$ cat src/hw/rtl/upd_pkg.sv
// ----------------------------------------------------------------------------
// upd_pkg
// Shared types, character codes and helpers for the URI percent decoder.
// ----------------------------------------------------------------------------
package upd_pkg;

  localparam logic [7:0] CH_PCT = 8'h25;
  localparam logic [7:0] CH_0   = 8'h30;
  localparam logic [7:0] CH_9   = 8'h39;
  localparam logic [7:0] CH_LA  = 8'h61;
  localparam logic [7:0] CH_LF  = 8'h66;
  localparam logic [7:0] CH_UA  = 8'h41;
  localparam logic [7:0] CH_UF  = 8'h46;

  // job queue between front and back
  localparam int QDEPTH = 4;
  localparam int QAW    = $clog2(QDEPTH);

  // escape phase, one-hot
  typedef enum logic [2:0] {
    PH_IDLE = 3'b001,
    PH_PCT  = 3'b010,
    PH_DIG  = 3'b100
  } phase_t;

  // bytes produced by one accepted item (cnt is 1..3)
  typedef struct packed {
    logic [2:0][7:0] bytes;
    logic [1:0]      cnt;
    logic            eos;
  } job_t;

  typedef struct packed {
    logic       ok;
    logic [3:0] val;
  } hex_t;

  function automatic hex_t hex_decode(input logic [7:0] b);
    hex_t r;
    r.ok  = 1'b0;
    r.val = 4'd0;
    if (b >= CH_0 && b <= CH_9) begin
      r.ok  = 1'b1;
      r.val = 4'(b - CH_0);
    end else if (b >= CH_LA && b <= CH_LF) begin
      r.ok  = 1'b1;
      r.val = 4'(b - CH_LA + 8'd10);
    end else if (b >= CH_UA && b <= CH_UF) begin
      r.ok  = 1'b1;
      r.val = 4'(b - CH_UA + 8'd10);
    end
    return r;
  endfunction

endpackage

$ cat src/hw/rtl/upd_front.sv
// ----------------------------------------------------------------------------
// upd_front
// Accepts input bytes, runs the escape state and builds one job per item that yields bytes.
// ----------------------------------------------------------------------------
module upd_front (
  input  logic          clk,
  input  logic          rst_n,
  input  logic          push,
  output logic          full,
  input  logic [7:0]    in_byte,
  input  logic          in_end_of_string,
  output logic          job_push,
  output upd_pkg::job_t job,
  input  logic          q_full
);
  import upd_pkg::*;

  phase_t     phase_r, phase_nxt;
  logic [7:0] held_r, held_nxt;
  logic [2:0][7:0] eb;
  logic [1:0] n;
  hex_t       hb, hh;
  logic       acc;

  assign full = q_full;
  assign acc  = push && !q_full;
  assign hb   = hex_decode(in_byte);
  assign hh   = hex_decode(held_r);

  always_comb begin
    phase_nxt = phase_r;
    held_nxt  = held_r;
    eb        = '0;
    n         = 2'd0;
    unique case (phase_r)
      PH_PCT: begin
        if (hb.ok) begin
          held_nxt  = in_byte;
          phase_nxt = PH_DIG;
        end else if (in_byte == CH_PCT) begin
          eb[0]     = CH_PCT;
          n         = 2'd1;
          phase_nxt = PH_IDLE;
        end else begin
          // broken escape: literal '%', then the byte as fresh input
          eb[0]     = CH_PCT;
          eb[1]     = in_byte;
          n         = 2'd2;
          phase_nxt = PH_IDLE;
        end
      end
      PH_DIG: begin
        if (hb.ok && hh.ok) begin
          eb[0]     = {hh.val, hb.val};
          n         = 2'd1;
          phase_nxt = PH_IDLE;
        end else begin
          eb[0] = CH_PCT;
          eb[1] = held_r;
          if (in_byte == CH_PCT) begin
            n         = 2'd2;
            phase_nxt = PH_PCT;
          end else begin
            eb[2]     = in_byte;
            n         = 2'd3;
            phase_nxt = PH_IDLE;
          end
        end
      end
      default: begin
        if (in_byte == CH_PCT) begin
          phase_nxt = PH_PCT;
        end else begin
          eb[0]     = in_byte;
          n         = 2'd1;
          phase_nxt = PH_IDLE;
        end
      end
    endcase

    // flush an open escape at end of string
    if (in_end_of_string) begin
      if (phase_nxt == PH_PCT) begin
        eb[n] = CH_PCT;
        n     = n + 2'd1;
      end else if (phase_nxt == PH_DIG) begin
        eb[n]         = CH_PCT;
        eb[n + 2'd1]  = held_nxt;
        n             = n + 2'd2;
      end
      phase_nxt = PH_IDLE;
      held_nxt  = 8'd0;
    end
  end

  assign job.bytes = eb;
  assign job.cnt   = n;
  assign job.eos   = in_end_of_string;
  assign job_push  = acc && (n != 2'd0);

  always_ff @(posedge clk) begin
    if (!rst_n) begin
      phase_r <= PH_IDLE;
      held_r  <= 8'd0;
    end else if (acc) begin
      phase_r <= phase_nxt;
      held_r  <= held_nxt;
    end
  end

endmodule

$ cat src/hw/rtl/upd_queue.sv
// ----------------------------------------------------------------------------
// upd_queue
// Short job queue decoupling the front from the output serialiser.
// ----------------------------------------------------------------------------
module upd_queue (
  input  logic          clk,
  input  logic          rst_n,
  input  logic          wr_en,
  input  upd_pkg::job_t wr_job,
  output logic          q_full,
  input  logic          rd_en,
  output upd_pkg::job_t rd_job,
  output logic          q_empty
);
  import upd_pkg::*;

  job_t           slots_r [QDEPTH];
  logic [QAW-1:0] wp_r, rp_r;
  logic [QAW:0]   cnt_r;

  assign q_full  = (cnt_r == (QAW+1)'(QDEPTH));
  assign q_empty = (cnt_r == '0);
  assign rd_job  = slots_r[rp_r];

  always_ff @(posedge clk) begin
    if (wr_en) begin
      slots_r[wp_r] <= wr_job;
    end
  end

  always_ff @(posedge clk) begin
    if (!rst_n) begin
      wp_r  <= '0;
      rp_r  <= '0;
      cnt_r <= '0;
    end else begin
      if (wr_en) wp_r <= wp_r + 1'b1;
      if (rd_en) rp_r <= rp_r + 1'b1;
      cnt_r <= cnt_r + (QAW+1)'(wr_en) - (QAW+1)'(rd_en);
    end
  end

endmodule

$ cat src/hw/rtl/upd_back.sv
// ----------------------------------------------------------------------------
// upd_back
// Takes jobs from the queue and presents their bytes one per cycle while pop is held.
// ----------------------------------------------------------------------------
module upd_back (
  input  logic          clk,
  input  logic          rst_n,
  input  logic          q_empty,
  input  upd_pkg::job_t q_job,
  output logic          q_rd,
  output logic          empty,
  input  logic          pop,
  output logic [7:0]    out_byte,
  output logic          out_run_last,
  output logic          out_string_done
);
  import upd_pkg::*;

  job_t       job_r;
  logic       vld_r;
  logic [1:0] idx_r;
  logic       last, take;

  assign last  = (idx_r == job_r.cnt - 2'd1);
  assign take  = vld_r && pop;
  // reload when the holding register is free or its final byte leaves
  assign q_rd  = !q_empty && (!vld_r || (take && last));

  assign empty           = !vld_r;
  assign out_byte        = job_r.bytes[idx_r];
  assign out_run_last    = last;
  assign out_string_done = last && job_r.eos;

  always_ff @(posedge clk) begin
    if (q_rd) begin
      job_r <= q_job;
    end
  end

  always_ff @(posedge clk) begin
    if (!rst_n) begin
      vld_r <= 1'b0;
      idx_r <= 2'd0;
    end else if (q_rd) begin
      vld_r <= 1'b1;
      idx_r <= 2'd0;
    end else if (take) begin
      if (last) begin
        vld_r <= 1'b0;
        idx_r <= 2'd0;
      end else begin
        idx_r <= idx_r + 2'd1;
      end
    end
  end

endmodule

$ cat src/hw/rtl/uri_percent_decoder.sv
// ----------------------------------------------------------------------------
// uri_percent_decoder
// Streaming URI percent-escape decoder, one encoded byte per item.
// ----------------------------------------------------------------------------
//  channel | handshake          | payload
//  --------+--------------------+---------------------------------------------
//  input   | push / full        | in_byte, in_end_of_string
//  result  | pop / empty        | out_byte, out_run_last, out_string_done
//
//  One input item is taken per cycle while the four-entry job queue has room.
//  Each item yields 0 to 3 bytes; the output side delivers one byte a cycle while pop
//  is held, so items that expand (broken escapes, flushes) hold up the queue longer.
//  An accepted item's job is written to the queue, then to the back's holding register.
//  Reset (rst_n low, synchronous) returns the escape state to idle and
//  drops all queued results. Output stalls only back up into full.
// ----------------------------------------------------------------------------
module uri_percent_decoder (
  input  logic       clk,
  input  logic       rst_n,
  input  logic       push,
  output logic       full,
  input  logic [7:0] in_byte,
  input  logic       in_end_of_string,
  output logic       empty,
  input  logic       pop,
  output logic [7:0] out_byte,
  output logic       out_run_last,
  output logic       out_string_done
);
  import upd_pkg::*;

  job_t fjob, qjob;
  logic fpush, q_full, q_empty, q_rd;

  upd_front u_front (
    .clk             (clk),
    .rst_n           (rst_n),
    .push            (push),
    .full            (full),
    .in_byte         (in_byte),
    .in_end_of_string(in_end_of_string),
    .job_push        (fpush),
    .job             (fjob),
    .q_full          (q_full)
  );

  upd_queue u_queue (
    .clk    (clk),
    .rst_n  (rst_n),
    .wr_en  (fpush),
    .wr_job (fjob),
    .q_full (q_full),
    .rd_en  (q_rd),
    .rd_job (qjob),
    .q_empty(q_empty)
  );

  upd_back u_back (
    .clk            (clk),
    .rst_n          (rst_n),
    .q_empty        (q_empty),
    .q_job          (qjob),
    .q_rd           (q_rd),
    .empty          (empty),
    .pop            (pop),
    .out_byte       (out_byte),
    .out_run_last   (out_run_last),
    .out_string_done(out_string_done)
  );

endmodule

$ cat config.mk
export PLATFORM = sky130hd
export DESIGN_NAME = uri_percent_decoder
export DESIGN_NICKNAME = d
export VERILOG_FILES = /design/src/hw/rtl/upd_pkg.sv /design/src/hw/rtl/upd_front.sv /design/src/hw/rtl/upd_queue.sv /design/src/hw/rtl/upd_back.sv /design/src/hw/rtl/uri_percent_decoder.sv
export SDC_FILE = /design/constraint.sdc
export NUM_CORES = 1
export LEC_CHECK = 0
export ABC_AREA = 1
export BUFFER_PORTS_ARGS = -buffer_cell sky130_fd_sc_hd__buf_2
export CELL_PAD_IN_SITES_DETAIL_PLACEMENT = 0
export CELL_PAD_IN_SITES_GLOBAL_PLACEMENT = 1
export CORE_MARGIN = 1
export CORE_UTILIZATION = 45
export DETAILED_ROUTE_END_ITERATION = 12
export GPL_TIMING_DRIVEN = 0
export PLACE_DENSITY_LB_ADDON = 0.1
export REMOVE_ABC_BUFFERS = 1
export SYNTH_ARGS = -nofsm -noshare
export SYNTH_HDL_FRONTEND = slang
export SYNTH_HIERARCHICAL = 1
export SYNTH_SLANG_ARGS = --single-unit
$ cat constraint.sdc
create_clock -name clk -period 4.45 [get_ports clk]
set_input_delay 0.2225 -clock clk [delete_from_list [all_inputs] [get_ports clk]]
set_output_delay 0.2225 -clock clk [all_outputs]
set_load 0.02 [all_outputs]
# After elaboration in Yosys (flattened, before gate mapping)
# Memory sizes are Yosys's and may differ from the RTL's. A register that Yosys moved wholly into a read port is not among the register bits.
# Cells that the tools add are included.
[word_totals]
ff_bits = 21
mem_count = 1
ram_bits = 108
input_bits = 13
out_inout_bits = 12
[op_classes]
muxes = 46
n_addsub = 18
n_eq_ne = 7
n_reduce_logical = 25
order_cmp = 17
n_bitwise = 4
[mem_list]
columns = ["name", "depth", "width", "read_ports", "rd_clocked_by_memory_dff", "write_ports", "line_no", "source"]
rows = [
  ["u_queue.slots_r", 4, 27, 1, 1, 1, "upd_queue.sv:17", "job_t slots_r [QDEPTH];"],
]
[op_table]
columns = ["operator", "n"]
rows = [
  ["24-bit two-way mux", 3],
  ["8-bit two-way mux", 9],
  ["8-bit demux with 2-bit select", 2],
  ["8-bit by 7-bit >= comparator with 1-bit output (second input constant)", 4],
  ["8-bit by 7-bit <= comparator with 1-bit output (second input constant)", 4],
  ["16-bit two-way mux", 2],
  ["8-bit case mux with 2 select lines", 2],
  ["5-bit two-way mux", 6],
  ["24-bit bitwise mux", 1],
  ["4-bit by 1-bit subtractor with 4-bit output (second input constant)", 6],
  ["4-bit adder (second input constant)", 4],
  ["8-bit binary-select mux with 2-bit select", 1],
  ["8-bit by 6-bit >= comparator with 1-bit output (second input constant)", 2],
  ["8-bit by 6-bit <= comparator with 1-bit output (second input constant)", 2],
  ["2-bit two-way mux", 8],
  ["15-bit bitwise AND", 1],
  ["1-bit logical AND", 15],
  ["15-bit NOT", 1],
  ["3-bit equality test (second input constant)", 3],
  ["2-bit by 3-bit less-than comparator with 1-bit output (second input constant)", 3],
  ["3-bit two-way mux", 3],
  ["9-bit OR", 1],
  ["2-bit by 1-bit adder with 2-bit output (second input constant)", 4],
  ["8-bit by 6-bit equality test with 1-bit output (second input constant)", 1],
  ["17 further kinds", 29],
]

# Logic depth before layout (Yosys ltp)
# Gate-level depths: netlist of the first run.
[depth]
word_depth = 18
depth_mapped = 19

# By module
# The synthesis of the first run kept the hierarchy.
[by_module_without_submodules]
columns = ["module", "cells_per_inst", "area_per_inst_um2", "seq_area_each_um2", "n_inst"]
rows = [
  ["upd_queue", 370, 4780.8, 3423.3, 1],
  ["upd_front", 286, 1706.6, 220.2, 1],
  ["upd_back", 99, 1221.2, 870.8, 1],
]

# Worst setup path before layout of the first run
# OpenSTA, ideal clock, no wires.
[synth_timing]
kind = "reg-to-reg"
startpoint = "reg u_front.held_r[0]"
endpoint = "mem u_queue/slots_r[0][0] (netlist bit), enable pin"
path_stages_with_launch = 17
path_buffers = 0
path_slack_ns = 1.268
required_time_ns = 4.068
arrival_time_ns = 2.800
cell_sequence = "dfxtp_1 inv_1 ha_1 nand2_1 nand3_1 nand2_1 nand2_1 nand3_1 nand2_2 nand2_1 inv_1 ha_1 or2_1 o21ai_2 a21oi_1 nand2_1 inv_1"
[synth_between]
elab_chain_cells = 16
word_cells_on_any_way = 28
classes_between = "2 x add/sub; 6 x order compare; 2 x eq/ne; 12 x mux; 6 x reduce/logical"
[synth_lines]
columns = ["element", "line_no", "source"]
rows = [
  ["start: declaration", "upd_front.sv:19", "logic [7:0] held_r, held_nxt;"],
  ["start signal: assignment", "upd_front.sv:107", "held_r <= held_nxt;"],
  ["8-bit by 7-bit >= comparator with 1-bit output / 8-bit by 7-bit <= comparator with 1-bit output (equally long branches)", "upd_pkg.sv:48", "end else if (b >= CH_UA && b <= CH_UF) begin"],
  ["1-bit logical AND", "upd_pkg.sv:48", ""],
  ["5-bit two-way mux", "upd_pkg.sv:48", ""],
  ["5-bit two-way mux", "upd_pkg.sv:45", "end else if (b >= CH_LA && b <= CH_LF) begin"],
  ["5-bit two-way mux (*)", "upd_pkg.sv:42", "if (b >= CH_0 && b <= CH_9) begin"],
  ["1-bit logical AND (*)", "upd_front.sv:53", "if (hb.ok && hh.ok) begin"],
  ["2-bit two-way mux / 3-bit two-way mux (equally long branches)", "upd_front.sv:53", ""],
  ["2-bit case mux with 2 select lines / 3-bit case mux with 2 select lines (equally long branches)", "upd_front.sv:35", "unique case (phase_r)"],
  ["2-bit adder / 3-bit equality test (equally long branches)", "upd_front.sv:89, upd_front.sv:86", ""],
  ["2-bit two-way mux", "upd_front.sv:86", "end else if (phase_nxt == PH_DIG) begin"],
  ["2-bit two-way mux", "upd_front.sv:83", "if (phase_nxt == PH_PCT) begin"],
  ["2-bit two-way mux (*)", "upd_front.sv:82", "if (in_end_of_string) begin"],
  ["2-bit nonzero test (*)", "upd_front.sv:99", "assign job_push = acc && (n != 2'd0);"],
  ["1-bit logical AND (*)", "upd_front.sv:99", ""],
  ["via fpush", "uri_percent_decoder.sv:33", "logic fpush, q_full, q_empty, q_rd;"],
  ["1-bit two-way mux (*)", "upd_queue.sv:26", "if (wr_en) begin"],
  ["1-bit two-way mux (not written as such) (*)", "upd_queue.sv:27", "slots_r[wp_r] <= wr_job;"],
  ["end: declaration", "upd_queue.sv:17", ""],
]
# Mark *: on every way through the listed nets, which the timed path passes. The rest lies on a longest branch.

# Final worst setup path of the first run
[layout_timing]
startpoint = "reg u_front.held_r[0]"
endpoint = "mem u_queue/slots_r[0][22] (netlist bit), enable pin"
# The elaborated chain is that of the path after synthesis.

==> results of run 1 <==
synthesized netlist by cell type, drive strengths merged (2+ instances only):
| library cell | instances |
|---|---|
| a21oi | 52 |
| a22oi | 2 |
| a31oi | 2 |
| buf | 25 |
| clkbuf | 3 |
| dfxtp | 23 |
| edfxtp | 135 |
| ha | 18 |
| inv | 126 |
| nand2 | 160 |
| nand3 | 30 |
| nand4 | 4 |
| nor2 | 51 |
| nor3 | 3 |
| o2111ai | 3 |
| o211ai | 33 |
| o21ai | 71 |
| o22ai | 7 |
| xor2 | 2 |
per-layer routing:
metal | up-vias | routed length (um) | GRT usage [%] | share of wire (%)
met3 | 21 | 743 | 4.100 | 4.4
met5 | - | 0 | 0 | 0
met4 | 0 | 303 | 8.046 | 1.8
met2 | 119 | 7986 | 33.04 | 47
met1 | 2467 | 7911 | 27.89 | 47
li1 | 2594 | - | - | -
where the power goes:
| group | total [mW] | switching [mW] | internal (mW) | leakage, nW |
|---|---|---|---|---|
| sequential | 2.12 | 0.149 | 1.97 | 1.38 |
| combinational | 1.06 | 0.724 | 0.338 | 1.79 |
| clock | 1.46 | 0.581 | 0.881 | 0.309 |
| total | 4.65 | 1.45 | 3.19 | 3.49 |
state kept, by name (all words and copies together), names as in the netlist, named ones only:
name	cells
u_queue/slots_r	108
u_back/job_r	27
u_front/held_r	8
u_front/phase_r	3
u_queue/cnt_r	3
u_back/idx_r	2
u_queue/rp_r	2
u_queue/wp_r	2
u_back/vld_r	1
cell usage in the layout (no fill, tap or decap), types with 18 or more instances in the layout:
cell / netlist / final
ha_1: 18 / 18
edfxtp_1: 135 / 135
dfxtp_1: 23 / 21
buf_2: 14 / 24
clkbuf_16: 0 / 19
o211ai_2: 20 / 20
inv_1: 117 / 114
a21oi_1: 52 / 52
o21ai_0: 54 / 54
nand2_1: 146 / 146
nand3_1: 23 / 23
nor2_1: 47 / 47
stage by stage:
step | std cells | utilization, % | power, mW
floorplan | 727 | - | 2.833
global placement | 971 | 47.51 | 3.151
detailed placement | 974 | 47.99 | 3.236
CTS | 1006 | 51.70 | 4.705
global route | 1008 | 52.03 | 4.914
finish | 1008 | 52.03 | 4.647
worst paths after layout:
| kind | slack, ns | endpoint | cells after the start | from |
|---|---|---|---|---|
| min reg2reg | 0.46 | flip-flop | 2 | u_queue/rp_r[1] |
| max reg2reg | 0.53 | u_queue/slots_r[0][22] | 17 | u_front/held_r[0] |
| min | 0.13 | u_front/phase_r[0] | 2 | rst_n |
| max | 0.53 | u_queue/slots_r[0][22] | 17 | u_front/held_r[0] |
area by class of cell:
type	instances	area (um2)	share of cell area (%)
Timing Repair Buffer	29	250.2	2.890
Multi-Input combinational cell	442	2515	29.04
Inverter	127	481.7	5.563
Clock buffer	25	558.0	6.444
Sequential cell	158	4519	52.19
Tap cell	220	275.3	3.179
Clock inverter	7	60.06	0.6935
critical path, stage by stage (launching register included):
cell and delay, ns:
dfxtp_1 0.43, inv_1 0.16, ha_1 0.25, nand2_1 0.07, nand3_1 0.08, nand2_1 0.16, nand2_1 0.12, nand3_1 0.14
nand2_2 0.20, nand2_1 0.24, inv_1 0.11, ha_1 0.27, or2_1 0.10, o21ai_2 0.06, a21oi_1 0.37, nand2_1 0.09
inv_1 0.53, buf_16 0.24
logic make-up after synthesis:
group           count (synthesis)  share of synthesized area, %
xor+xnor                        2                        0.2273
compound gates                172                         14.20
simple gates                  249                         15.01
flops                         158                         58.56
fa+ha+maj                      19                         3.181
buf+inv                       155                         8.813
==> impl_metrics.py, run 1 <==
metrics = {
    "status": {
        "status": "finished, final reports clean",
    },
    "synth": {
        "synth.top_cell.area_share_pct": 52.59,
        "syn_avg_cell_area_um2": 10.21,
        "synth_cell_type_count": 42,
        "synth-seq-cells": 158,
        "syn_area_um2": 7709,
        "yosysSeqAreaShare_pct": 58.56,
        "ys.flop_type": "edfxtp_1",
        "synthTopCellsByArea": "edfxtp_1, nand2_1, dfxtp_1, inv_1, o21ai_0",
        "yosysTopAreaCell": "edfxtp_1",
        "postSynthCellCount": 755,
        "synth_edf_count": 135,
        "synth-warning-count": 6,
        "synthArstFlopShare_pct": 0,
    },
    "layout": {
        "n_antenna_cell": 0,
        "fillers": 1528,
        "nNetsFinal": 807,
        "drive_gt1_share_pct": 15.99,
        "syn2layout_area_growth_pct": 12.34,
        "fin_area_um2": 8660,
    },
    "floorplan": {
        "dieArea_um2": 17660,
        "core_area_um2": 16640,
        "die_w_um": 132.9,
        "start_util_pct": 46.32,
        "io_pins": 25,
        "num_rows": 47,
        "die_y_um": 132.9,
    },
    "sta": {
        "hold_viol": 0,
        "setup_viol": 0,
        "final_max_slew_viol_count": 0,
        "max_slew_margin_pct": 46.94,
        "max_freq_ghz": 0.2553,
        "hold_ws_ns": 0.1282,
        "fin_crit_sh_pct": 88.02,
        "layout_setup_ws_ns": 0.5329,
        "finalClockSkew_ns": 0.008166,
        "rsz0062_at_grt": "false",
        "tightest_slew_ns": 0.7948,
        "tns_ns": 0,
        "fin_crit_ns": 3.917,
    },
    "place": {
        "dp_hpwl_um": 11380,
        "place_area_um2": 7986,
        "io_buffers": 24,
        "gp_congestion": 0.8636,
        "place_ws_ns": 0.1013,
    },
    "grt": {
        "grt_pass1_wl_um": 27240,
        "antenna_found_initial": 0,
        "grtUsageTotal_pct": 20.73,
        "grt_pass1_vias": 5065,
        "overflow": 0,
        "grt_max_degree": 85,
    },
    "routing": {
        "drc": 0,
        "via_per_inst": 5.160,
        "vias": 5201,
        "first_pass_iters": 5,
        "wire_per_inst_um": 16.81,
        "routed_wirelength_um": 16950,
        "antenna_left": 0,
        "drt_iter0_drc": 401,
    },
    "clocking": {
        "post-cts-setup-buffer-count": 0,
        "h-tree-depth": 4,
        "cts_tree": "built",
        "cts_buffer_depth": 2,
        "holdBufCountCts": 0,
        "cts_buffers": 17,
        "ctsResizeCount": 0,
        "cts.clk_slew.worst_paths_ns": 0.06,
        "insertion_delay_ns": 0.43,
        "clock_sinks": 158,
        "root_buffer": "clkbuf_16",
    },
    "power": {
        "ir_drop_mv": 0.2782,
        "p_leak_nw": 3.489,
        "p_per_area_nw_per_um2": 536.6,
    },
    "critical_path": {
        "crit_fanout": 16,
        "cp-end-kind": "flip-flop",
        "required_ns": 4.58,
        "startpoint_type": "flip-flop",
        "path_class": "reg2reg",
        "cp.arrival_ns": 4.05,
    },
    "min_path": {
        "hold_class": "in2reg",
    },
    "flow_run": {
        "drv_cap": 0,
    },
}
(Power assumes the default switching activity.)
==> run 2: changes to the inputs <==
- MAX_ROUTING_LAYER: default -> met4
- clock period: 4.45 -> 4.4 ns (I/O delays scaled with it)
==> run 2 against run 1 <==
Effect of this change: clock skew increased by 0.0027 ns; die area unchanged; sequential share of layout area increased by 0.13 points; total power is 0.14% higher; critical endpoint is now u_queue/slots_r[0][4]; worst hold slack improved by 0.015 ns; sequential power hardly changed.
==> impl_metrics.py, run 2 (synthesized netlist as in run 1, its figures left out) <==
metrics = {
    "status": {
        "status": "finished, final reports clean",
    },
    "power": {
        "p_per_area_nw_per_um2": 538.6,
        "ir_drop_mv": 0.2845,
        "p_leak_nw": 3.454,
        "power_mw": 4.653,
    },
    "sta": {
        "max_slew_margin_pct": 48.70,
        "setup_viol": 0,
        "rsz0062_at_grt": "false",
        "tightest_slew_ns": 0.7683,
        "tns_ns": 0,
        "fin_crit_sh_pct": 88.31,
        "fin_crit_ns": 3.886,
        "final_max_slew_viol_count": 0,
        "hold_viol": 0,
        "finalClockSkew_ns": 0.01089,
        "hold_ws_ns": 0.1433,
        "max_freq_ghz": 0.2574,
        "layout_setup_ws_ns": 0.5144,
    },
    "critical_path": {
        "path_class": "reg2reg",
        "r2r_cells": 16,
        "crit_fanout": 27,
        "worstReg2RegStart": "u_front/held_r[0]",
        "required_ns": 4.45,
        "path_buf_inv": 3,
        "rrSetupSlack_ns": 0.51,
        "critPathTopFamily": "simple AND/OR/NAND/NOR gates",
        "path_cells": "inv_1 > ha_1 > nand2_1 > nand3_1 > nand2_1 > nand2_1 > nand3_1 > nand2_2 > nand2_1 > inv_1 > ha_1 > or2_1 > o21ai_2 > a21oi_1 > nand2_1 > inv_2",
        "cp-end-kind": "flip-flop",
        "worst_path_most_repeated_cell": "nand2_1",
        "timing.rr.end": "u_queue/slots_r[0][4]",
        "cp.arrival_ns": 3.93,
        "crit_path_max_incr_delay_ns": 0.58,
        "startpoint_type": "flip-flop",
        "cp_slowest_cell": "inv_2",
    },
    "layout": {
        "regArea_um2": 4519,
        "layout_common_cells": "nand2_1, edfxtp_1, inv_1, o21ai_0, a21oi_1",
        "nNetsFinal": 808,
        "largest_register_ffs": 108,
        "multi_input_area_um2": 2515,
        "n_antenna_cell": 0,
        "largestRegisters": "u_queue/slots_r x108, u_back/job_r x27, u_front/held_r x8",
        "finalNonFillerCells": 1009,
        "mostFrequentLayoutCell": "nand2_1",
        "drive_gt1_share_pct": 15.72,
        "largest-register": "u_queue/slots_r",
        "fillers": 1500,
        "syn2layout_area_growth_pct": 12.06,
    },
    "routing": {
        "routed_wirelength_um": 16820,
        "wire_per_inst_um": 16.67,
        "first_pass_iters": 5,
        "antenna_left": 0,
        "vias": 5158,
        "drc": 0,
        "via_per_inst": 5.112,
        "drt_iter0_drc": 364,
    },
    "floorplan": {
        "num_rows": 47,
        "start_util_pct": 46.32,
        "io_pins": 25,
        "die_y_um": 132.9,
        "die_w_um": 132.9,
        "core_area_um2": 16640,
        "dieArea_um2": 17660,
    },
    "min_path": {
        "min_to": "u_queue/cnt_r[1]",
        "min_from": "rst_n",
        "hold_class": "in2reg",
        "whs_path_depth": 3,
    },
    "grt": {
        "grtUsageTotal_pct": 20.81,
        "antenna_found_initial": 0,
        "grt_pass1_vias": 4935,
        "grt_max_degree": 82,
        "grt_pass1_wl_um": 26620,
        "overflow": 0,
    },
    "place": {
        "placedCellCount": 973,
        "place_ws_ns": 0.05412,
        "dp_hpwl_um": 11090,
        "gp_congestion": 0.9034,
        "io_buffers": 24,
    },
    "clocking": {
        "post-cts-setup-buffer-count": 0,
        "h-tree-depth": 4,
        "cts_buffers": 17,
        "cts_tree": "built",
        "holdBufCountCts": 0,
        "cts_buffer_depth": 2,
        "ctsResizeCount": 0,
        "cts.clk_slew.worst_paths_ns": 0.06,
        "insertion_delay_ns": 0.42,
        "clock_sinks": 158,
        "root_buffer": "clkbuf_16",
    },
    "flow_run": {
        "drv_cap": 0,
    },
}
-- run 2: cell count changes in the layout (fill, tap and decap cells not counted), sizes merged --
| cell | change |
|---|---|
| clkinvlp | +1 |
| clkinv | +2 |
| buf | +1 |
| inv | -2 |
| clkbuf | -1 |
-- run 2: per-stage QoR --
step | cell area, um2 | util, %
after global routing | 8638 | 51.91
after detailed placement | 7959 | 47.82
after CTS | 8547 | 51.36
final | 8638 | 51.91
after global placement | 7906 | 47.51
after floorplan | 7511 | -
-- run 2: cell type report --
class,instances,area share (%)
multi-input cells,442,29.11
flip-flops and latches,158,52.32
repair buffers,30,2.955
inverters,127,5.620
clock inverters,8,0.7242
clock buffers,24,6.083
well taps,220,3.187
-- run 2: power by group --
group	total (mW)	internal (mW)	switching, mW
clock	1.43	0.847	0.583
combinational	1.08	0.353	0.727
sequential	2.14	1.99	0.151
total	4.65	3.19	1.46
-- run 2: worst max-delay path by stage --
stage | from | endpoint | slack [ns] | cells past startpoint
after floorplan | u_front/held_r[0] | u_queue/slots_r[0][0] | 1.14 | 16
after detailed placement | u_front/held_r[0] | u_queue/slots_r[1][6] | 0.05 | 16
after global placement | u_front/held_r[0] | u_queue/slots_r[0][6] | 0.02 | 16
final | u_front/held_r[0] | u_queue/slots_r[0][4] | 0.51 | 16
after global routing | u_front/held_r[0] | u_queue/slots_r[0][18] | 0.09 | 16
after CTS | u_front/held_r[0] | u_queue/slots_r[1][22] | 0.03 | 16
-- run 2: worst reg2reg max path, stage by stage (launching register included) --
cell     delay (ns)
dfxtp_1        0.44
inv_1          0.18
ha_1           0.25
nand2_1        0.07
nand3_1        0.08
nand2_1        0.17
nand2_1        0.12
nand3_1        0.14
nand2_2        0.19
nand2_1        0.24
inv_1          0.11
ha_1           0.27
or2_1          0.10
o21ai_2        0.06
a21oi_1        0.38
nand2_1        0.12
inv_2          0.58
-- run 2: metal layers --
| metal | vias to the layer above | share of wire (%) | global-route usage (%) | wire length [um] |
|---|---|---|---|---|
| li1 | 2596 | - | - | - |
| met1 | 2453 | 49 | 27.69 | 8180 |
| met2 | 89 | 45 | 31.70 | 7624 |
| met3 | 20 | 3.6 | 3.525 | 612 |
| met4 | 0 | 2.4 | 8.174 | 405 |
| met5 | - | 0 | - | 0 |
